### src/rtl/sdpg_pkg.sv
// Shared types and constants for the scope display pixel generator.
// No dependencies; imported by the interfaces and every module of the block.
`default_nettype none

package sdpg_pkg;

  // field widths
  localparam int unsigned COORD_W  = 8;
  localparam int unsigned COLOUR_W = 16;
  localparam int unsigned CFG_DW   = 64;
  localparam int unsigned CFG_AW   = 6;
  localparam int unsigned REG_IDX_W = 3;

  // register indexes, 8 bytes apart on the configuration bus
  typedef enum logic [REG_IDX_W-1:0] {
    REG_TRACE_COLOURS  = 3'd0,
    REG_CURSOR_COLOURS = 3'd1,
    REG_GRID_COLOURS   = 3'd2,
    REG_CURSOR_ENABLE  = 3'd3,
    REG_X_CURSORS      = 3'd4,
    REG_Y_CURSORS      = 3'd5,
    REG_TRACE1_OFFSET  = 3'd6
  } reg_idx_t;

  // reset values of the registers
  localparam logic [31:0] TRACE_COLOURS_RST  = 32'hFFE0_07FF;
  localparam logic [63:0] CURSOR_COLOURS_RST = 64'hFFFF_FFFF_07E0_07E0;
  localparam logic [31:0] GRID_COLOURS_RST   = 32'h8410_0000;
  localparam logic        CURSOR_ENABLE_RST  = 1'b1;
  localparam logic [15:0] X_CURSORS_RST      = 16'hF122;
  localparam logic [15:0] Y_CURSORS_RST      = 16'hED36;
  localparam logic [7:0]  TRACE1_OFFSET_RST  = 8'd22;

  // register file contents as seen by the colour logic
  typedef struct packed {
    logic [31:0]       trace_colours;
    logic [63:0]       cursor_colours;
    logic [31:0]       grid_colours;
    logic              cursor_enable;
    logic [15:0]       x_cursors;
    logic [15:0]       y_cursors;
    logic signed [7:0] trace1_offset;
  } cfg_t;

  // one pixel request
  typedef struct packed {
    logic [COORD_W-1:0] column;
    logic [COORD_W-1:0] row;
    logic [COORD_W-1:0] trace1_now;
    logic [COORD_W-1:0] trace1_next;
    logic [COORD_W-1:0] trace2_now;
    logic [COORD_W-1:0] trace2_next;
  } pix_req_t;

endpackage

`default_nettype wire

### src/rtl/sdpg_if.sv
// Valid/ready channel interfaces: pixel request in, pixel colour out.
// Depends on sdpg_pkg for the field widths.
`default_nettype none

interface sdpg_req_if
  import sdpg_pkg::*;
();
  logic               valid;
  logic               ready;
  logic [COORD_W-1:0] column;
  logic [COORD_W-1:0] row;
  logic [COORD_W-1:0] trace1_now;
  logic [COORD_W-1:0] trace1_next;
  logic [COORD_W-1:0] trace2_now;
  logic [COORD_W-1:0] trace2_next;

  modport source (
    output valid, column, row, trace1_now, trace1_next, trace2_now, trace2_next,
    input  ready
  );
  modport sink (
    input  valid, column, row, trace1_now, trace1_next, trace2_now, trace2_next,
    output ready
  );
endinterface

interface sdpg_pix_if
  import sdpg_pkg::*;
();
  logic                valid;
  logic                ready;
  logic [COLOUR_W-1:0] pixel_colour;

  modport source (output valid, pixel_colour, input ready);
  modport sink (input valid, pixel_colour, output ready);
endinterface

`default_nettype wire

### src/rtl/sdpg_cfg.sv
// APB-style configuration register file for the pixel generator.
// Depends on sdpg_pkg for the register map and the cfg_t struct.
`default_nettype none

module sdpg_cfg
  import sdpg_pkg::*;
(
  input  wire logic              clk,
  input  wire logic              rst_n,
  input  wire logic              psel,
  input  wire logic              penable,
  input  wire logic              pwrite,
  input  wire logic [CFG_AW-1:0] paddr,
  input  wire logic [CFG_DW-1:0] pwdata,
  output logic      [CFG_DW-1:0] prdata,
  output logic                   pready,
  output cfg_t                   cfg
);

  cfg_t     cfg_r, cfg_nxt;
  reg_idx_t idx;
  logic     wr_en;

  assign pready = 1'b1;
  assign idx    = reg_idx_t'(paddr[CFG_AW-1:3]);
  assign wr_en  = psel && penable && pwrite && pready;
  assign cfg    = cfg_r;

  // register write decode
  always_comb begin
    cfg_nxt = cfg_r;
    if (wr_en) begin
      unique case (idx)
        REG_TRACE_COLOURS:  cfg_nxt.trace_colours  = pwdata[31:0];
        REG_CURSOR_COLOURS: cfg_nxt.cursor_colours = pwdata;
        REG_GRID_COLOURS:   cfg_nxt.grid_colours   = pwdata[31:0];
        REG_CURSOR_ENABLE:  cfg_nxt.cursor_enable  = pwdata[0];
        REG_X_CURSORS:      cfg_nxt.x_cursors      = pwdata[15:0];
        REG_Y_CURSORS:      cfg_nxt.y_cursors      = pwdata[15:0];
        REG_TRACE1_OFFSET:  cfg_nxt.trace1_offset  = $signed(pwdata[7:0]);
        default: ;
      endcase
    end
  end

  always_ff @(posedge clk) begin
    if (!rst_n) begin
      cfg_r.trace_colours  <= TRACE_COLOURS_RST;
      cfg_r.cursor_colours <= CURSOR_COLOURS_RST;
      cfg_r.grid_colours   <= GRID_COLOURS_RST;
      cfg_r.cursor_enable  <= CURSOR_ENABLE_RST;
      cfg_r.x_cursors      <= X_CURSORS_RST;
      cfg_r.y_cursors      <= Y_CURSORS_RST;
      cfg_r.trace1_offset  <= TRACE1_OFFSET_RST;
    end else begin
      cfg_r <= cfg_nxt;
    end
  end

  // read-back mux
  always_comb begin
    unique case (idx)
      REG_TRACE_COLOURS:  prdata = {32'd0, cfg_r.trace_colours};
      REG_CURSOR_COLOURS: prdata = cfg_r.cursor_colours;
      REG_GRID_COLOURS:   prdata = {32'd0, cfg_r.grid_colours};
      REG_CURSOR_ENABLE:  prdata = {63'd0, cfg_r.cursor_enable};
      REG_X_CURSORS:      prdata = {48'd0, cfg_r.x_cursors};
      REG_Y_CURSORS:      prdata = {48'd0, cfg_r.y_cursors};
      REG_TRACE1_OFFSET:  prdata = {56'd0, cfg_r.trace1_offset};
      default:            prdata = '0;
    endcase
  end

endmodule

`default_nettype wire

### src/rtl/sdpg_shade.sv
// Colour logic for one pixel: grid pattern, cursors and the two trace spans.
// Depends on sdpg_pkg for pix_req_t and cfg_t.
`default_nettype none

module sdpg_shade
  import sdpg_pkg::*;
#(
  parameter int unsigned SCREEN_WIDTH  = 256,
  parameter int unsigned SCREEN_HEIGHT = 256,
  parameter int unsigned MAJOR_STEP    = 32
) (
  input  pix_req_t            req,
  input  cfg_t                cfg,
  output logic [COLOUR_W-1:0] colour
);

  // marks every coordinate that is a multiple of step, built by counting
  function automatic logic [255:0] step_mask(input int unsigned step);
    logic [255:0] m;
    int unsigned  k;
    m = '0;
    k = 0;
    for (int i = 0; i < 256; i++) begin
      m[i] = (k == 0);
      k = (k + 1 == step) ? 0 : k + 1;
    end
    return m;
  endfunction

  localparam logic [255:0] MAJOR_MASK = step_mask(MAJOR_STEP);

  localparam logic [7:0] COL_MID_LO = 8'(SCREEN_WIDTH / 2 - 1);
  localparam logic [7:0] COL_MID_HI = 8'(SCREEN_WIDTH / 2 + 1);
  localparam logic [7:0] COL_EDGE   = 8'(SCREEN_WIDTH - 2);
  localparam logic [7:0] COL_LAST   = 8'(SCREEN_WIDTH - 1);
  localparam logic [7:0] ROW_MID_LO = 8'(SCREEN_HEIGHT / 2 - 1);
  localparam logic [7:0] ROW_MID_HI = 8'(SCREEN_HEIGHT / 2 + 1);
  localparam logic [7:0] ROW_EDGE   = 8'(SCREEN_HEIGHT - 2);
  localparam logic [8:0] ROW_LIMIT  = 9'(SCREEN_HEIGHT);

  logic [7:0]          x, y, xa, xb, ya, yb;
  logic [COLOUR_W-1:0] grat, back, base, cur_col;
  logic                tick_col, tick_row, x_major, y_major, last;
  logic signed [9:0]   off, t1a, t1b, y_s, t1_lo, t1_hi;
  logic                t1_hit, t2_hit;
  logic [7:0]          t2b, t2_lo, t2_hi;

  assign x    = req.column;
  assign y    = req.row;
  assign xa   = cfg.x_cursors[7:0];
  assign xb   = cfg.x_cursors[15:8];
  assign ya   = cfg.y_cursors[7:0];
  assign yb   = cfg.y_cursors[15:8];
  assign grat = cfg.grid_colours[31:16];
  assign back = cfg.grid_colours[15:0];
  assign last = (x >= COL_LAST);

  assign x_major  = MAJOR_MASK[x];
  assign y_major  = MAJOR_MASK[y];
  assign tick_col = (x == 8'd1) || (x == COL_MID_HI) || (x == COL_MID_LO) || (x == COL_EDGE);
  assign tick_row = (y == 8'd1) || (y == ROW_MID_HI) || (y == ROW_MID_LO) || (y == ROW_EDGE);

  // layered base pattern
  always_comb begin
    if (cfg.cursor_enable && x == xa) begin
      base = !y[0] ? cfg.cursor_colours[63:48] : back;
    end else if (cfg.cursor_enable && x == xb) begin
      base = !y[0] ? cfg.cursor_colours[47:32] : back;
    end else if (tick_col) begin
      base = (y[2:0] == 3'd0) ? grat : back;
    end else if (x_major) begin
      base = grat;
    end else if (x[2:0] == 3'd0) begin
      base = (tick_row || y_major) ? grat : back;
    end else begin
      base = y_major ? grat : back;
    end
  end

  // y cursor rows on even columns, b over a
  always_comb begin
    cur_col = base;
    if (cfg.cursor_enable && !x[0]) begin
      if (y == ya) cur_col = cfg.cursor_colours[31:16];
      if (y == yb) cur_col = cfg.cursor_colours[15:0];
    end
  end

  // trace one span with signed offset, both ends must be in rows 1 to SCREEN_HEIGHT-1
  assign off   = {{2{cfg.trace1_offset[7]}}, cfg.trace1_offset};
  assign t1a   = $signed({2'b00, req.trace1_now}) + off;
  assign t1b   = last ? t1a : ($signed({2'b00, req.trace1_next}) + off);
  assign y_s   = $signed({2'b00, y});
  assign t1_lo = (t1a < t1b) ? t1a : t1b;
  assign t1_hi = (t1a < t1b) ? t1b : t1a;
  assign t1_hit = (t1a > 10'sd0) && (t1a < $signed({1'b0, ROW_LIMIT}))
               && (t1b > 10'sd0) && (t1b < $signed({1'b0, ROW_LIMIT}))
               && (y_s >= t1_lo) && (y_s <= t1_hi);

  // trace two span, only the start is range checked
  assign t2b    = last ? req.trace2_now : req.trace2_next;
  assign t2_lo  = (req.trace2_now < t2b) ? req.trace2_now : t2b;
  assign t2_hi  = (req.trace2_now < t2b) ? t2b : req.trace2_now;
  assign t2_hit = (req.trace2_now != 8'd0) && ({1'b0, req.trace2_now} < ROW_LIMIT)
               && (y >= t2_lo) && (y <= t2_hi);

  // trace two wins over trace one
  always_comb begin
    if (t2_hit) begin
      colour = cfg.trace_colours[15:0];
    end else if (t1_hit) begin
      colour = cfg.trace_colours[31:16];
    end else begin
      colour = cur_col;
    end
  end

endmodule

`default_nettype wire

### src/rtl/scope_display_pixel_generator.sv
// Scope display pixel generator: maps a pixel request to its RGB565 colour.
//
// Channels: in_chan carries pixel requests (column, row and both traces'
// samples at this column and the next); out_chan returns one pixel_colour
// per request, in request order. Both use valid/ready, and a transfer takes
// place on a rising edge where valid and ready are both high.
// Configuration: APB-style port, 64-bit data, registers 8 bytes apart;
// writes complete in the access cycle, pready is tied high.
// Path: an accepted request is held in the input register, and its colour is
// registered in the result register before it is shown on out_chan.
// Throughput: one pixel per clock while out_chan.ready is high; the colour logic
// sits in a single stage between the two registers.
// Stall: when the receiver holds ready low, the result register holds and
// one further request may wait in the input register; in_chan.ready drops
// only once both are full.
// Reset: rst_n is synchronous and active low; it empties both stages and
// restores the configuration registers to their reset values; payload registers are not reset.
// Depends on sdpg_pkg, sdpg_if, sdpg_cfg and sdpg_shade.
`default_nettype none

module scope_display_pixel_generator
  import sdpg_pkg::*;
#(
  parameter int unsigned SCREEN_WIDTH  = 256,
  parameter int unsigned SCREEN_HEIGHT = 256,
  parameter int unsigned MAJOR_STEP    = 32
) (
  input  wire logic              clk,
  input  wire logic              rst_n,
  sdpg_req_if.sink               in_chan,
  sdpg_pix_if.source             out_chan,
  input  wire logic              psel,
  input  wire logic              penable,
  input  wire logic              pwrite,
  input  wire logic [CFG_AW-1:0] paddr,
  input  wire logic [CFG_DW-1:0] pwdata,
  output logic      [CFG_DW-1:0] prdata,
  output logic                   pready
);

  cfg_t                cfg;
  pix_req_t            in_req, s1_req_r;
  logic                s1_valid_r, s1_valid_nxt;
  logic                out_valid_r, out_valid_nxt;
  logic [COLOUR_W-1:0] out_colour_r, colour;
  logic                in_take, s1_move;

  sdpg_cfg u_cfg (
    .clk     (clk),
    .rst_n   (rst_n),
    .psel    (psel),
    .penable (penable),
    .pwrite  (pwrite),
    .paddr   (paddr),
    .pwdata  (pwdata),
    .prdata  (prdata),
    .pready  (pready),
    .cfg     (cfg)
  );

  sdpg_shade #(
    .SCREEN_WIDTH  (SCREEN_WIDTH),
    .SCREEN_HEIGHT (SCREEN_HEIGHT),
    .MAJOR_STEP    (MAJOR_STEP)
  ) u_shade (
    .req    (s1_req_r),
    .cfg    (cfg),
    .colour (colour)
  );

  // request payload into one struct
  always_comb begin
    in_req.column      = in_chan.column;
    in_req.row         = in_chan.row;
    in_req.trace1_now  = in_chan.trace1_now;
    in_req.trace1_next = in_chan.trace1_next;
    in_req.trace2_now  = in_chan.trace2_now;
    in_req.trace2_next = in_chan.trace2_next;
  end

  // handshake flow between the two stages
  assign s1_move         = !out_valid_r || out_chan.ready;
  assign in_chan.ready   = !s1_valid_r || s1_move;
  assign in_take         = in_chan.valid && in_chan.ready;
  assign out_chan.valid  = out_valid_r;
  assign out_chan.pixel_colour = out_colour_r;

  always_comb begin
    s1_valid_nxt = s1_valid_r;
    if (in_take) begin
      s1_valid_nxt = 1'b1;
    end else if (s1_move) begin
      s1_valid_nxt = 1'b0;
    end
  end

  always_comb begin
    out_valid_nxt = out_valid_r;
    if (s1_move) begin
      out_valid_nxt = s1_valid_r;
    end
  end

  // stage valid flags
  always_ff @(posedge clk) begin
    if (!rst_n) begin
      s1_valid_r  <= 1'b0;
      out_valid_r <= 1'b0;
    end else begin
      s1_valid_r  <= s1_valid_nxt;
      out_valid_r <= out_valid_nxt;
    end
  end

  // payload registers
  always_ff @(posedge clk) begin
    if (in_take) begin
      s1_req_r <= in_req;
    end
    if (s1_move && s1_valid_r) begin
      out_colour_r <= colour;
    end
  end

endmodule

`default_nettype wire
### src/flat_wrapper.sv
// flat-port wrapper written by rule: the top's interface ports become plain ports
module scope_display_pixel_generator_flat import sdpg_pkg::*;
#(
  parameter int unsigned SCREEN_WIDTH  = 256,
  parameter int unsigned SCREEN_HEIGHT = 256,
  parameter int unsigned MAJOR_STEP    = 32
)
  (clk, rst_n, psel, penable, pwrite, paddr, pwdata, prdata, pready, in_chan_valid, in_chan_column, in_chan_row, in_chan_trace1_now, in_chan_trace1_next, in_chan_trace2_now, in_chan_trace2_next, in_chan_ready, out_chan_valid, out_chan_pixel_colour, out_chan_ready);
  sdpg_req_if in_chan_i ();
  sdpg_pix_if out_chan_i ();
  input  wire logic clk;
  input  wire logic rst_n;
  input  wire logic psel;
  input  wire logic penable;
  input  wire logic pwrite;
  input  wire logic [CFG_AW-1:0] paddr;
  input  wire logic [CFG_DW-1:0] pwdata;
  output logic      [CFG_DW-1:0] prdata;
  output logic pready;
  input wire logic [$bits(in_chan_i.valid)-1:0] in_chan_valid;
  input wire logic [$bits(in_chan_i.column)-1:0] in_chan_column;
  input wire logic [$bits(in_chan_i.row)-1:0] in_chan_row;
  input wire logic [$bits(in_chan_i.trace1_now)-1:0] in_chan_trace1_now;
  input wire logic [$bits(in_chan_i.trace1_next)-1:0] in_chan_trace1_next;
  input wire logic [$bits(in_chan_i.trace2_now)-1:0] in_chan_trace2_now;
  input wire logic [$bits(in_chan_i.trace2_next)-1:0] in_chan_trace2_next;
  output wire logic [$bits(in_chan_i.ready)-1:0] in_chan_ready;
  output wire logic [$bits(out_chan_i.valid)-1:0] out_chan_valid;
  output wire logic [$bits(out_chan_i.pixel_colour)-1:0] out_chan_pixel_colour;
  input wire logic [$bits(out_chan_i.ready)-1:0] out_chan_ready;
  assign in_chan_i.valid = in_chan_valid;
  assign in_chan_i.column = in_chan_column;
  assign in_chan_i.row = in_chan_row;
  assign in_chan_i.trace1_now = in_chan_trace1_now;
  assign in_chan_i.trace1_next = in_chan_trace1_next;
  assign in_chan_i.trace2_now = in_chan_trace2_now;
  assign in_chan_i.trace2_next = in_chan_trace2_next;
  assign in_chan_ready = in_chan_i.ready;
  assign out_chan_valid = out_chan_i.valid;
  assign out_chan_pixel_colour = out_chan_i.pixel_colour;
  assign out_chan_i.ready = out_chan_ready;
  scope_display_pixel_generator #(.SCREEN_WIDTH(SCREEN_WIDTH), .SCREEN_HEIGHT(SCREEN_HEIGHT), .MAJOR_STEP(MAJOR_STEP)) u_core (.clk(clk), .rst_n(rst_n), .in_chan(in_chan_i), .out_chan(out_chan_i), .psel(psel), .penable(penable), .pwrite(pwrite), .paddr(paddr), .pwdata(pwdata), .prdata(prdata), .pready(pready));
endmodule
### config.mk
export PLATFORM = sky130hd
export DESIGN_NAME = scope_display_pixel_generator_flat
export DESIGN_NICKNAME = d
export VERILOG_FILES = /design/src/rtl/sdpg_pkg.sv /design/src/rtl/sdpg_if.sv /design/src/rtl/sdpg_cfg.sv /design/src/rtl/sdpg_shade.sv /design/src/rtl/scope_display_pixel_generator.sv /design/src/flat_wrapper.sv
export SDC_FILE = /design/constraint.sdc
export NUM_CORES = 1
export LEC_CHECK = 0
export CAP_MARGIN = 15
export CELL_PAD_IN_SITES_DETAIL_PLACEMENT = 1
export CELL_PAD_IN_SITES_GLOBAL_PLACEMENT = 2
export CORE_ASPECT_RATIO = 1.75
export CORE_MARGIN = 2
export CORE_UTILIZATION = 39
export DETAILED_ROUTE_END_ITERATION = 8
export DONT_BUFFER_PORTS = 1
export PLACE_DENSITY = 0.9
export SYNTH_ARGS = -nofsm -noshare
export SYNTH_HDL_FRONTEND = slang
export SYNTH_SLANG_ARGS = --single-unit
### constraint.sdc
create_clock -name clk -period 7.5 [get_ports clk]
set_input_delay 1.5 -clock clk [delete_from_list [all_inputs] [get_ports clk]]
set_output_delay 1.5 -clock clk [all_outputs]
set_load 0.01 [all_outputs]
==> reports/qor.yml, run 1 <==
pwr:
  swShare: 0.2801
  p_per_area_nw_per_um2: 220.1
  ir_drop_v: 0.0001666
  p_leak_nw: 5.874
  p_seq_frac: 0.430
  clkPwrFrac: 0.399
  p_sw_mw: 0.9285
  combPwrFrac: 0.171
  design_power_total_mw: 3.314
  p_int_mw: 2.386
logic_synthesis:
  muxShareOfSynthArea: 0.06842
  yosysTopAreaCell: "dfxtp_1"
  yosysMostFrequentCell: "nand2_1"
  synthTopCellsByArea: "dfxtp_1 (25%), edfxtp_1 (14%), nand2_1 (11%)"
  ys.flop_type: "dfxtp_1"
  synth_area_um2: 13860
  synth_simple_gate_area_frac: 0.2344
  synth.distinct_cells: 77
  synth_top_family_by_area: "simple AND/OR/NAND/NOR gates"
  yosysWarnings: 0
  synth_compound_area_frac: 0.1722
  synth_top_area_share: 0.2498
  synth_edf_count: 64
  syn-num-nets: 1821
  synth_commonest_cells: "nand2_1 (414), dfxtp_1 (173), nand3_1 (103)"
  seq_area_frac_synth: 0.3885
  synth_xor_area_frac: 0.02654
  async_reset_ff_frac: 0
  synthCells: 1630
  ys_ff_latch: 237
  avgSynthCellArea_um2: 8.504
  synthAdderAreaFrac: 0.06138
layout:
  fin_nets: 1770
  drive_gt1_frac: 0.08130
  fillers: 4162
  synthToLayoutAreaGrowth_pct: 8.620
routing:
  wirelength_um: 53090
  drc: 0
  first_iter_violations: 579
  vias_per_cell: 5.914
  routedWlPerCell_um: 25.71
  drt_pass1_iterations: 5
  vias: 12210
  drtAntennaViolNets: 0
cts:
  cts_setup_buffers: 0
  cts_tree: "built"
  clk_path_buf_depth: 3
  cts_buffers: 26
  htreeDepth: 1
  hold_buffers: 0
  clkLatencyLatePin_ns: 0.55
  cts.clk_slew.worst_paths_ns: 0.06
  cts-root-buf: "clkbuf_16"
  post_cts_resized: 0
  cts_sinks: 237
die:
  rows: 91
  start_util: 0.3940
  die_w_um: 146.5
  io_pins: 208
  dieArea_um2: 37130
  core_area_um2: 35180
  die_h_um: 253.4
placed_design:
  numPortBuffers: 0
  hpwl_um: 38670
  place.gp.congestion: 0.8686
worst_hold_path:
  hold_path_class: "reg2reg"
sta:
  max_freq_mhz: 149.9
  rsz0062_at_grt: "no"
  final_max_slew_viol_count: 0
  finClkSkew_ns: 0.01362
  relSlewSlack: 0.1892
  setup_tns_ns: 0
  period_needed_ns: 6.672
  worstMarginPinSlew_ns: 1.212
  layout_worst_path_cycle_share: 0.8896
  setup_violations: 0
  hold_viol_final: 0
global_route:
  grt_max_degree: 172
  grt_pass1_vias: 13060
  gr-total-overflow: 0
  grtUsageTotal: 0.2833
  grt_pass1_wl_um: 79680
  antenna_found_initial: 0
outcome:
  outcome: "complete, no violations"
worst_setup_path:
  critical_path_class: "reg2reg"
  cp-start-kind: "register"
  critPathMaxFanout: 20
  crit_required_ns: 7.79
  arrival_ns: 6.96
  critPathCaptureType: "register"
run:
  drv_cap: 0
## power by group through the flow
stage | Clock (mW) | Combinational, mW | Sequential (mW)
finish | 1.32 | 0.566 | 1.43
global route | 1.39 | 0.621 | 1.43
CTS | 1.35 | 0.565 | 1.43
detailed placement | 0 | 0.562 | 1.45
global placement | 0 | 0.541 | 1.45
floorplan | 0 | 0.457 | 1.42
## placed cells by master (no fill, tap or decap), types with 10 or more instances in the layout
cell         n
nand2_1    412
dfxtp_1    173
nand3_1    103
a21boi_0    79
nor2_1      74
ha_1        64
edfxtp_1    64
mux2i_1     52
inv_1       45
a21oi_1     42
xnor2_1     36
and2_1      35
a22oi_1     31
o21ai_0     28
clkbuf_16   28
buf_4       23
mux2_2      17
a31oi_1     17
o221a_1     17
o2111ai_1   16
o21a_1      15
nor3_1      14
o22a_1      14
or2_2       14
nand4_1     12
nor4_1      11
nor2b_1     10
nand2b_1    10
## metal layers
layer  up-vias  wire, um  track usage
met5         -         0            0
met1      6058     18250       0.2773
met4         0      4553       0.2130
li1       5635         -            -
met3       153      2430      0.04613
met2       367     27860       0.5303
## registers in the layout, summed over array words and instances (netlist names)
register,cells
u_core.s1_valid_r,1
u_core.u_shade.y_major,1
u_core.out_chan.valid,1
u_core.u_cfg.cfg,169
u_core.s1_req_r,48
u_core.out_chan.pixel_colour,16
u_core.u_shade.x_major,1
## path summary, 6_finish.rpt
kind	startpoint	endpoint	slack, ns	cells after the start
min	u_core.u_cfg.cfg[69]$_SDFFE_PN0P_	u_core.u_cfg.cfg[69]$_SDFFE_PN0P_	0.49	2
max reg2reg	u_core.s1_req_r[43]$_DFFE_PP_	u_core.out_chan.pixel_colour[5]$_DFFE_PP_	0.83	26
max	u_core.s1_req_r[43]$_DFFE_PP_	u_core.out_chan.pixel_colour[5]$_DFFE_PP_	0.83	26
min reg2reg	u_core.u_cfg.cfg[69]$_SDFFE_PN0P_	u_core.u_cfg.cfg[69]$_SDFFE_PN0P_	0.49	2
## metrics by stage
step | instances | hold WS, ns | instance area [um2] | utilization | setup WS [ns]
3_3_place_gp | 2015 | 0.4656 | 14170 | 0.4027 | 1.078
3_5_place_dp | 2015 | 0.4787 | 14170 | 0.4027 | 0.9201
6_report | 2065 | 0.4856 | 15060 | 0.4280 | 0.8282
2_1_floorplan | 1630 | 0.4505 | 13860 | - | 1.502
5_1_grt | 2064 | 0.5026 | 15050 | 0.4279 | 0.3749
4_1_cts | 2063 | 0.4875 | 15040 | 0.4276 | 0.8880
## layout make-up
cell class | count | area (um2) | share of cell area
Multi-Input combinational cell | 1243 | 7836 | 0.5204
Clock buffer | 37 | 784.5 | 0.05210
Inverter | 46 | 172.7 | 0.01147
Tap cell | 465 | 581.8 | 0.03864
Antenna cell | 1 | 2.502 | 0.0001662
Timing Repair Buffer | 25 | 203.9 | 0.01355
Sequential cell | 237 | 5385 | 0.3577
Clock inverter | 11 | 90.09 | 0.005983
## kinds of logic (layout without fill, tap and decap cells)
logic type,after synthesis,count (layout)
xor+xnor,42,42
buf+inv,150,119
other cells,1,2
compound gates,321,321
simple gates,731,731
flops,237,237
fa+ha+maj,67,67
mux,81,81
## worst max-delay path, cell delays in order, from the launching register on
cell	delay, ns
edfxtp_1	0.49
and4_1	0.31
and4_1	0.73
nor2_1	0.12
nor2_1	0.24
inv_1	0.08
ha_1	0.29
o21a_1	0.11
o21ai_0	0.18
a21oi_1	0.07
nor4_1	0.18
o21a_1	0.23
o21a_1	0.14
o22a_1	0.13
o221a_1	0.55
mux2i_1	0.30
ha_1	0.29
o21a_1	0.20
o21a_1	0.16
o22ai_1	0.15
a31o_2	0.13
nand4_1	0.14
nor3_4	0.25
o311ai_4	0.16
nand2b_1	0.31
buf_12	0.23
o221a_1	0.23
Note: power is estimated with default switching activity, not from simulation.
==> run 2, diff against run 1 <==
--- a/config.mk
+++ b/config.mk
@@ -13,7 +13,7 @@
 export CORE_UTILIZATION = 39
 export DETAILED_ROUTE_END_ITERATION = 8
 export DONT_BUFFER_PORTS = 1
-export PLACE_DENSITY = 0.9
+export PLACE_DENSITY_LB_ADDON = 0.2
 export SYNTH_ARGS = -nofsm -noshare
 export SYNTH_HDL_FRONTEND = slang
 export SYNTH_SLANG_ARGS = --single-unit
==> reports/qor.yml, run 2 (synthesis gave the netlist of run 1 again) <==
pwr:
  ir_drop_v: 0.0001572  # -5.6%
  p_leak_nw: 5.940  # +1.1%
  p_per_area_nw_per_um2: 222.9  # +1.3%
worst_setup_path:
  r2r_setup_slack_ns: 1.03  # +0.21 ns
  rr_endpoint: "u_core.out_chan.pixel_colour[12]$_DFFE_PP_"
  worstRegToRegCells: 26  # unchanged
  critical_path_class: "reg2reg"
  critPathCaptureType: "register"
  critPathMaxFanout: 12  # -40%
  cp-start-kind: "register"
  r2r_start: "u_core.s1_req_r[24]$_DFFE_PP_"
  arrival_ns: 6.77  # -0.19 ns
  crit_required_ns: 7.80  # about the same
  crit_start: "u_core.s1_req_r[24]$_DFFE_PP_"
cts:
  clkLatencyLatePin_ns: 0.56  # about the same
  cts_setup_buffers: 0  # unchanged
  post_cts_resized: 0  # unchanged
  cts_sinks: 237  # unchanged
  cts-root-buf: "clkbuf_16"
  clk_path_buf_depth: 3  # unchanged
  hold_buffers: 0  # unchanged
  cts_buffers: 26  # unchanged
  cts_tree: "built"
  htreeDepth: 1  # unchanged
  cts.clk_slew.worst_paths_ns: 0.07  # about the same
placed_design:
  numPortBuffers: 0  # unchanged
  hpwl_um: 39390  # +1.8%
  place.gp.congestion: 0.8578  # -1.2%
  place_ws_ns: 1.021  # +0.1007 ns
global_route:
  grt_pass1_vias: 12690  # -2.9%
  grt_max_degree: 172  # unchanged
  antenna_found_initial: 0  # unchanged
  gr-total-overflow: 0  # unchanged
  grtUsageTotal: 0.2897  # +0.006391
  grt_pass1_wl_um: 80960  # +1.6%
die:
  die_w_um: 146.5  # unchanged
  dieArea_um2: 37130  # unchanged
  start_util: 0.3940  # unchanged
  die_h_um: 253.4  # unchanged
  core_area_um2: 35180  # unchanged
  rows: 91  # unchanged
  io_pins: 208  # unchanged
sta:
  finClkSkew_ns: 0.02207  # +0.008451 ns
  period_needed_ns: 6.466  # -0.2059 ns
  setup_violations: 0  # unchanged
  relSlewSlack: 0.1753  # -0.01391
  setup_tns_ns: 0  # unchanged
  layout_worst_path_cycle_share: 0.8621  # -0.02745
  final_max_slew_viol_count: 0  # unchanged
  hold_viol_final: 0  # unchanged
  finalWorstSetupSlack_ns: 1.034  # +0.2059 ns
  max_freq_mhz: 154.7  # +3.2%
  rsz0062_at_grt: "no"
  worstMarginPinSlew_ns: 1.224  # +0.01241 ns
layout:
  largest_reg_flops: 169  # unchanged
  fin_nets: 1777  # +0.40%
  fillers: 4145  # -0.41%
  layout_commonest_cell: "nand2_1"
  synthToLayoutAreaGrowth_pct: 9.396
  final_cell_mix: "nand2_1 (413), dfxtp_1 (173), nand3_1 (103), a21boi_0 (79), nor2_1 (74)"
  drive_gt1_frac: 0.08655  # +0.005250
worst_hold_path:
  hold_path_class: "reg2reg"
  hold_end: "u_core.u_cfg.cfg[66]$_SDFFE_PN0P_"
  hold_path_startpoint: "u_core.u_cfg.cfg[66]$_SDFFE_PN0P_"
  hold_depth: 2  # unchanged
routing:
  routedWlPerCell_um: 26.07  # +1.4%
  drc: 0  # unchanged
  drtAntennaViolNets: 0  # unchanged
  first_iter_violations: 551  # -4.8%
  wirelength_um: 54020  # +1.8%
  vias: 12010  # -1.6%
  drt_pass1_iterations: 4  # -1
  vias_per_cell: 5.798  # -2.0%
outcome:
  outcome: "complete, no violations"
run:
  drv_cap: 0  # unchanged
## run 2: cell count changes in the layout (fill, tap and decap cells not counted), moves of 2 or more
cell / delta
buf_4: +8
clkinv_2: -2
nand2_2: -2
clkbuf_8: +3
## run 2: worst max-delay path, stage by stage (launching register included)
cell and delay (ns):
edfxtp_1 0.37, ha_1 0.26, fa_1 0.49, a211oi_1 0.30
o21ai_0 0.18, a21boi_2 0.32, nor2_1 0.09, nor2_1 0.23
inv_1 0.09, ha_1 0.28, o211ai_1 0.07, o21a_1 0.22
maj3_1 0.33, o21ai_1 0.29, nand2_1 0.11, mux2_1 0.33
ha_1 0.20, nor2b_1 0.12, o21ai_0 0.27, a211oi_1 0.13
o21ai_0 0.24, nand4_1 0.18, nor3_4 0.25, o311ai_4 0.15
nand2b_1 0.20, buf_4 0.24, o221a_1 0.26
## run 2: per-stage QoR
stage	power [mW]	area, um2	util	std cells	hold WS [ns]
3_5_place_dp	2.014	14220	0.4041	2022	0.4744
2_1_floorplan	1.881	13860	-	1630	0.4505
3_3_place_gp	2.001	14220	0.4041	2022	0.4654
6_report	3.381	15160	0.4310	2072	0.4845
5_1_grt	3.508	15160	0.4310	2071	0.5094
4_1_cts	3.405	15150	0.4305	2070	0.4837
## run 2: area by class of cell
| class | instances | area (um2) | area share |
|---|---|---|---|
| repair buffers | 32 | 247.7 | 0.01634 |
| flip-flops and latches | 237 | 5385 | 0.3551 |
| clock inverters | 8 | 102.6 | 0.006766 |
| multi-input cells | 1243 | 7846 | 0.5174 |
| inverters | 46 | 172.7 | 0.01139 |
| clock buffers | 40 | 825.8 | 0.05446 |
| well taps | 465 | 581.8 | 0.03837 |
| diodes | 1 | 2.502 | 0.0001650 |
## run 2: worst max-delay path by stage
stage,endpoint,slack [ns],cells past startpoint
floorplan,u_core.out_chan.pixel_colour[10]$_DFFE_PP_,1.50,30
global placement,u_core.out_chan.pixel_colour[7]$_DFFE_PP_,1.07,26
detailed placement,u_core.out_chan.pixel_colour[7]$_DFFE_PP_,1.02,28
CTS,u_core.out_chan.pixel_colour[12]$_DFFE_PP_,0.98,26
global route,u_core.out_chan.pixel_colour[14]$_DFFE_PP_,0.60,26
finish,u_core.out_chan.pixel_colour[12]$_DFFE_PP_,1.03,26
## run 2: report_power, final
group | leakage (nW) | switching [mW] | total (mW) | internal (mW)
logic | 3.46 | 0.312 | 0.562 | 0.250
clock network | 0.458 | 0.564 | 1.39 | 0.829
registers | 2.02 | 0.0560 | 1.43 | 1.37
total | 5.94 | 0.932 | 3.38 | 2.45
## run 2: per-layer routing
| layer | GRT usage | share of wire | up-vias |
|---|---|---|---|
| met5 | 0 | 0 | - |
| met1 | 0.2993 | 0.36 | 5968 |
| met3 | 0.04036 | 0.042 | 99 |
| met2 | 0.5531 | 0.53 | 300 |
| met4 | 0.1673 | 0.064 | 0 |
| li1 | - | - | 5646 |
